[src/rtl/tte_pkg.sv]
// Shared constants, types and tables for the track transform extractor.
package tte_pkg;

    // Fixed-point format and iteration counts
    localparam int FRAC_BITS    = 16;
    localparam int ANGLE_BITS   = 30;
    localparam int PRE_SHIFT    = 24;
    localparam int CORDIC_STEPS = 31;
    localparam int CHAIN_LEN    = 32;
    localparam int STEP_W       = 5;
    localparam int SQ_TOP       = 62;
    localparam int DSR_W        = 35;
    localparam int ROUND_SHIFT  = ANGLE_BITS - FRAC_BITS;

    // Binding targets
    localparam logic [1:0] TGT_POS    = 2'd0;
    localparam logic [1:0] TGT_ROT    = 2'd1;
    localparam logic [1:0] TGT_SCALE  = 2'd2;
    localparam logic [1:0] TGT_CORNER = 2'd3;

    // Register indexes
    localparam logic [1:0] REG_TARGET = 2'd0;
    localparam logic [1:0] REG_LIMIT  = 2'd1;

    // Operation carried by a slot through the chain
    localparam logic [1:0] OP_PASS = 2'd0;
    localparam logic [1:0] OP_ROT  = 2'd1;
    localparam logic [1:0] OP_SQRT = 2'd2;
    localparam logic [1:0] OP_DIV  = 2'd3;

    localparam logic [1:0] CORNER_LAST = 2'd3;

    // Angles in Q2.30
    localparam logic signed [63:0] PI_Q30  = 64'sd3373259426;
    localparam logic signed [63:0] PI_OUT  =
        (PI_Q30 + (64'sd1 <<< (ROUND_SHIFT - 1))) >>> ROUND_SHIFT;

    localparam logic [31:0] ATAN_TAB [0:CHAIN_LEN-1] = '{
        32'd843314857, 32'd497837829, 32'd263043837, 32'd133525159,
        32'd67021687, 32'd33543516, 32'd16775851, 32'd8388437,
        32'd4194283, 32'd2097149, 32'd1048576, 32'd524288,
        32'd262144, 32'd131072, 32'd65536, 32'd32768,
        32'd16384, 32'd8192, 32'd4096, 32'd2048,
        32'd1024, 32'd512, 32'd256, 32'd128,
        32'd64, 32'd32, 32'd16, 32'd8,
        32'd4, 32'd2, 32'd1, 32'd0
    };

    // One accepted input item
    typedef struct packed {
        logic [1:0]       pres;
        logic [31:0]      pos_x;
        logic [31:0]      pos_y;
        logic [8:0][31:0] m;
    } item_t;

    // One unit of work moving down the chain
    typedef struct packed {
        logic [1:0]       op;
        logic             written;
        logic [1:0]       corner;
        logic             last;
        logic [63:0]      l0_rem;
        logic [63:0]      l0_acc;
        logic [63:0]      l1_rem;
        logic [63:0]      l1_acc;
        logic [DSR_W-1:0] dsr;
        logic             ovf0;
        logic             ovf1;
        logic             neg0;
        logic             neg1;
    } slot_t;

endpackage

[src/rtl/tte_finish.sv]
// Final rounding and saturation of a slot leaving the chain.
module tte_finish (
    input  tte_pkg::slot_t slot,
    output logic [31:0]    first,
    output logic [31:0]    second
);

    // Clamp a signed value to the 32-bit range
    function automatic logic [31:0] sat32(input logic signed [63:0] v);
        logic [31:0] r;
        if (v > 64'sd2147483647)
        begin
            r = 32'h7FFF_FFFF;
        end
        else if (v < -64'sd2147483648)
        begin
            r = 32'h8000_0000;
        end
        else
        begin
            r = v[31:0];
        end
        return r;
    endfunction

    // Apply the sign and limit to a quotient
    function automatic logic [31:0] quot(input logic [31:0] q, input logic ovf,
                                         input logic neg);
        logic [31:0] r;
        if (neg)
        begin
            r = (ovf || q > 32'h8000_0000) ? 32'h8000_0000 : 32'(-q);
        end
        else
        begin
            r = (ovf || q[31]) ? 32'h7FFF_FFFF : q;
        end
        return r;
    endfunction

    // Round a root to nearest and limit it
    function automatic logic [31:0] root(input logic [63:0] rem, input logic [63:0] r);
        logic [63:0] v;
        v = r + ((rem > r) ? 64'd1 : 64'd0);
        return (v > 64'h7FFF_FFFF) ? 32'h7FFF_FFFF : v[31:0];
    endfunction

    always_comb
    begin
        logic signed [63:0] zr;
        zr = ($signed(slot.l0_acc) + (64'sd1 <<< (tte_pkg::ROUND_SHIFT - 1)))
             >>> tte_pkg::ROUND_SHIFT;
        unique case (slot.op)
            tte_pkg::OP_PASS:
            begin
                first  = slot.l0_rem[31:0];
                second = slot.l1_rem[31:0];
            end
            tte_pkg::OP_ROT:
            begin
                first  = sat32(zr);
                second = 32'd0;
            end
            tte_pkg::OP_SQRT:
            begin
                first  = root(slot.l0_rem, slot.l0_acc);
                second = root(slot.l1_rem, slot.l1_acc);
            end
            tte_pkg::OP_DIV:
            begin
                first  = quot(slot.l0_acc[31:0], slot.ovf0, slot.neg0);
                second = quot(slot.l1_acc[31:0], slot.ovf1, slot.neg1);
            end
        endcase
    end

endmodule

[config.mk]
export PLATFORM = sky130hd
export DESIGN_NAME = tte_finish
export DESIGN_NICKNAME = d
export VERILOG_FILES = /design/src/rtl/tte_pkg.sv /design/src/rtl/tte_finish.sv
export SDC_FILE = /design/constraint.sdc
export NUM_CORES = 1
export LEC_CHECK = 0
export ABC_AREA = 0
export BUFFER_PORTS_ARGS = -buffer_cell sky130_fd_sc_hd__buf_2
export CAP_MARGIN = 20
export CORE_UTILIZATION = 49
export DETAILED_ROUTE_END_ITERATION = 10
export PLACE_DENSITY_LB_ADDON = 0.05
export SLEW_MARGIN = 20
export SYNTH_ARGS = -nofsm -noshare
export SYNTH_HDL_FRONTEND = slang
export SYNTH_SLANG_ARGS = --single-unit
[constraint.sdc]
create_clock -name vclk -period 10
set_input_delay 2.5 -clock vclk [all_inputs]
set_output_delay 2.5 -clock vclk [all_outputs]
set_load 0.005 [all_outputs]
==> reports/qor.yml, run 1 <==
yosys:
  postSynthCellCount: 1699
  synth_area_um2: 10800
  ys_seq_area_share_pct: 0
  synth_top_area_share_pct: 15.7
  synth_area_leader_cell: "ha_1"
  synth.distinct_cells: 78
  ys_warn_count: 0
  avgSynthCellArea_um2: 6.36
  synth.area.top_cells: "ha_1 16%, xnor2_1 11%, nand4_1 5.7%"
  syn_nets: 2136
global_routing:
  met3_usage_pct: 7.45
  grt_use_met1_pct: 53.6
  grt_use_met2_pct: 75.0
  grt_usage_pct: 45.4
  antenna_found_initial: 7
  grt_overflow: 0
  grt_pass1_wl_mm: 80.9
  top_usage_layer: "met2"
  grt_start_max_net_pins: 63
  grt_pass1_vias: 15700
layout:
  final_area_um2: 16300
  layout-drive-gt1-share_pct: 36.9
  register_area_um2: 0
  synthToLayoutAreaGrowth_pct: 51.2
  fillers: 1672
  seq_cells: 0
  num-clock-buffers: 0
  nets: 2715
  multiInputGateArea_um2: 10800
place:
  place_area_um2: 14800
  io_buffer_count: 326
  dp_hpwl_mm: 41.8
  dp_slack_ns: -0.910
  gp_congestion: 1.05
pwr:
  power_uw: 625
  p_leak_uw: 0.00735
  ir_drop_uv: 27.3
  power-per-cell-area_nw_per_um2: 38.3
drt:
  wl_per_cell_um: 21.5
  drtAntennaViolNets: 0
  dr.pass1.iters: 6
  vias: 16800
  wl_mm: 55.1
  drtIter0Drc: 1799
  drc: 0
  viasPerCell: 6.55
floorplanning:
  initial_core_util_pct: 50.8
  die_area_um2: 22600
  die_h_um: 150
  io-pin-count: 365
  num_rows: 53
  die_w_um: 150
  core_um2: 21300
sta:
  post-route-period-util_pct: 108
  rsz0062_at_grt: "yes"
  fmax_mhz: 92.3
  slew_viol_final: 0
  slew_headroom_pct: 21.6
  tightest_slew_ns: 1.17
  setup_ws_ns: -0.835
  finalHoldViolCount: 0
  hold_slack_ns: 5.31
  setup_viol: 54
  fin_crit_ns: 10.84
setup_path:
  crit_path_max_fanout: 6
  critPathCaptureType: "output port"
  cp-startpoint: "slot[176]"
  slowest_stage: "o21ai_0"
  required_ns: 7.50
  path_class: "in -> out"
  crit_path_start_kind: "input port"
  critPathArrivalTime_ns: 8.34
  cpPeakStageDelay_ns: 0.50
min_path:
  whs_path_depth: 3
  hp-start: "slot[237]"
  holdCritPathClass: "in -> out"
  worstHoldEndpoint: "first[6]"
run_status:
  status: "complete, but fails checks"
  violations: "setup timing"
cts:
  postCtsHoldBufs: 0
flow_run:
  maxCapViolCount: 0
## worst max path at each step
stage	end	slack [ns]	cells after the start
global route	first[29]	-0.95	30
finish	first[28]	-0.84	30
global placement	first[28]	-0.84	28
detailed placement	first[28]	-0.91	28
floorplan	first[29]	0.004	26
CTS	first[15]	-0.45	27
## synth_stat cells, types with 16 or more instances
cell      count
o21ai_0      72
o31ai_1      16
a21o_1       40
buf_2        21
or4_1        19
nor4_1       55
ha_1        136
and3_1       22
nand4_1      99
a31oi_1      26
nor2_1      165
and4_1       16
nand3_1      79
nor2b_1      18
o22ai_1      27
xnor2_1     140
o221ai_1     21
inv_1       137
clkbuf_1     87
nor3_1       57
a21oi_1     100
nand2_1     115
## layer usage
| metal | share of wire [%] | wire (um) |
|---|---|---|
| met1 | 36 | 19900 |
| met2 | 45 | 24800 |
| met4 | 7.5 | 4100 |
| met3 | 11 | 6200 |
| met5 | 0.025 | 14 |
## placed cells by master, fill, tap and decap left out, types with 76 or more instances in the layout
master / n
a21oi_1: 84
buf_2: 297
buf_4: 347
ha_1: 107
inv_1: 112
nand2_1: 112
nand3_1: 76
nand4_1: 99
nor2_1: 159
xnor2_1: 138
## critical path, delay by kind of cell
| family | cells | cell delay, ns |
|---|---|---|
| compound gates | 12 | 2.71 |
| simple gates | 7 | 1.45 |
| buf+inv | 9 | 1.15 |
| fa+ha+maj | 2 | 0.50 |
## per-stage QoR
stage / utilization, % / std cells / setup TNS, ns
floorplan: - / 1699 / 0
detailed placement: 69.6 / 2515 / -36.10
global placement: 69.6 / 2515 / -33.12
CTS: 74.5 / 2537 / -9.86
global route: 76.7 / 2557 / -34.61
finish: 76.7 / 2560 / -24.41
## power breakdown
group | internal [uW] | switching, uW
logic | 291 | 334
clock network | 0.000121 | 0
registers | 0 | 0
total | 291 | 334
## final cells by class
| type | count | area share (%) |
|---|---|---|
| antenna | 9 | 0.138 |
| inverter | 140 | 3.37 |
| multi-input combinational | 1446 | 65.9 |
| tap | 275 | 2.11 |
| timing repair buffer | 690 | 28.5 |
## timing repair
action                     CTS  global route
setup buffers               23            15
setup endpoints to repair   62            62
pin swaps                   60            56
gates resized for setup    186            66
cloned                       1             0
## kinds of logic (layout without fill, tap and decap cells)
logic type / after synthesis / in the layout / synth area share (%)
AO/OA/AOI/OAI: 450 / 450 / 28.3
XOR/XNOR: 141 / 141 / 11.4
adder cells (fa/ha/maj): 136 / 136 / 15.7
buffers and inverters: 253 / 830 / 9.15
multiplexers: 9 / 9 / 0.845
other: 0 / 9 / 0
AND/OR/NAND/NOR: 710 / 710 / 34.5
(Power assumes the default switching activity.)
==> inputs of run 2 (changes only) <==
Settings changed: PLACE_DENSITY set to 0.81, PLACE_DENSITY_LB_ADDON 0.05 to unset.
==> run 2 against run 1 <==
Effect of this change: largest cell class unchanged; critical path depth is 1 lower; sequential share of layout area unchanged; routed wire length increased by 1.5%; critical path type unchanged; flip-flop and latch count did not move; worst hold slack better by 0.028 ns; count of clock-buffer cells in the layout unchanged; non-clock buffer count down 17; core utilization is 1.2 points lower; the flow still finishes with violations (setup timing); global-route usage increased by 0.71 points.
==> reports/qor.yml, run 2 (synthesized netlist as in run 1, its figures left out) <==
setup_path:
  path_class: "in -> out"
  crit_path_max_fanout: 6  # unchanged
  cp_common_cell: "o21a_1"
  path_buf_inv: 6  # -3
  cp_top_family: "simple AND/OR/NAND/NOR gates"
  cpPeakStageDelay_ns: 0.53  # +0.03 ns
  crit_path_start_kind: "input port"
  critPathCaptureType: "output port"
  slowest_stage: "or4_4"
  critPathArrivalTime_ns: 8.04  # -0.30 ns
  required_ns: 7.50  # about the same
drt:
  vias: 16800  # +0.42%
  drtAntennaViolNets: 0  # unchanged
  drc: 0  # unchanged
  wl_mm: 55.9  # +1.5%
  viasPerCell: 6.64  # +1.3%
  wl_per_cell_um: 22.0  # +2.5%
  drtIter0Drc: 2420  # +35%
  dr.pass1.iters: 6  # unchanged
sta:
  fin_crit_ns: 10.54  # -0.293 ns
  fmax_mhz: 94.9  # +2.8%
  slew_viol_final: 0  # unchanged
  tightest_slew_ns: 1.06  # -0.109 ns
  post-route-period-util_pct: 105  # -2.9 points
  setup_ws_ns: -0.542  # +0.293 ns
  finalHoldViolCount: 0  # unchanged
  rsz0062_at_grt: "yes"
  setup_viol: 51  # -5.6%
  slew_headroom_pct: 28.9  # +7.3 points
  hold_slack_ns: 5.34  # +0.0285 ns
  setup_tns_ns: -13.28  # +11.14 ns
global_routing:
  grt_usage_pct: 46.1  # +0.71 points
  grt_start_max_net_pins: 63  # unchanged
  grt_pass1_wl_mm: 81.7  # +0.94%
  antenna_found_initial: 2  # -5
  grt_pass1_vias: 15700  # -0.12%
  grt_overflow: 0  # unchanged
min_path:
  worstHoldEndpoint: "first[2]"
  hp-start: "slot[233]"
  holdCritPathClass: "in -> out"
  whs_path_depth: 3  # unchanged
layout:
  num-clock-buffers: 0  # unchanged
  layout-drive-gt1-share_pct: 35.9  # -1.0 points
  register_area_um2: 0  # unchanged
  synthToLayoutAreaGrowth_pct: 48.8
  nets: 2698  # -0.63%
  seq_cells: 0  # unchanged
  postLayoutCoreUtil_pct: 75.5  # -1.2 points
  final_cell_mix: "335 x buf_4, 298 x buf_2, 160 x nor2_1"
  layout_commonest_cell: "buf_4"
floorplanning:
  die_w_um: 150  # unchanged
  die_h_um: 150  # unchanged
  initial_core_util_pct: 50.8  # unchanged
  core_um2: 21300  # unchanged
  die_area_um2: 22600  # unchanged
  num_rows: 53  # unchanged
  io-pin-count: 365  # unchanged
place:
  gp_congestion: 1.04  # -0.92%
  io_buffer_count: 326  # unchanged
  dp_hpwl_mm: 43.1  # +3.3%
run_status:
  violations: "setup timing"
  status: "complete, but fails checks"
cts:
  postCtsHoldBufs: 0  # unchanged
flow_run:
  maxCapViolCount: 0  # unchanged
## run 2: worst max-delay path by stage
stage,start,endpoint,cells after the start
after floorplan,slot[185],first[29],26
after global placement,slot[168],first[29],32
after detailed placement,slot[168],first[25],33
after CTS,slot[168],first[18],28
after global routing,slot[168],first[26],30
final,slot[168],first[26],29
## run 2: layout make-up
cell class                      instances  area (um^2)
Tap cell                              275          344
Fill cell                            1705         5210
Antenna cell                            3         7.51
Inverter                              140          546
Multi-Input combinational cell       1446        10700
Timing Repair Buffer                  673         4490
## run 2: stage by stage
step	instances	setup WS, ns	instance area (um^2)
6_report	2537	-0.542	16100
5_1_grt	2535	-0.645	16100
4_1_cts	2517	-0.560	15400
3_5_place_dp	2503	-0.816	14700
3_3_place_gp	2503	-0.680	14700
2_1_floorplan	1699	0.00402	10800
## run 2: timing repair
action,CTS,global route
setup endpoints to repair,61,62
pin swaps,68,67
buffers inserted,16,17
gates resized for setup,123,111
gates cloned,0,1
## run 2: layer usage
| metal | up-vias | track usage, % | wire (um) |
|---|---|---|---|
| li1 | 7506 | - | - |
| met1 | 7544 | 56.6 | 19600 |
| met2 | 1461 | 75.6 | 24900 |
| met3 | 326 | 8.42 | 7530 |
| met4 | 0 | 25.4 | 3800 |
| met5 | - | 0 | 0 |
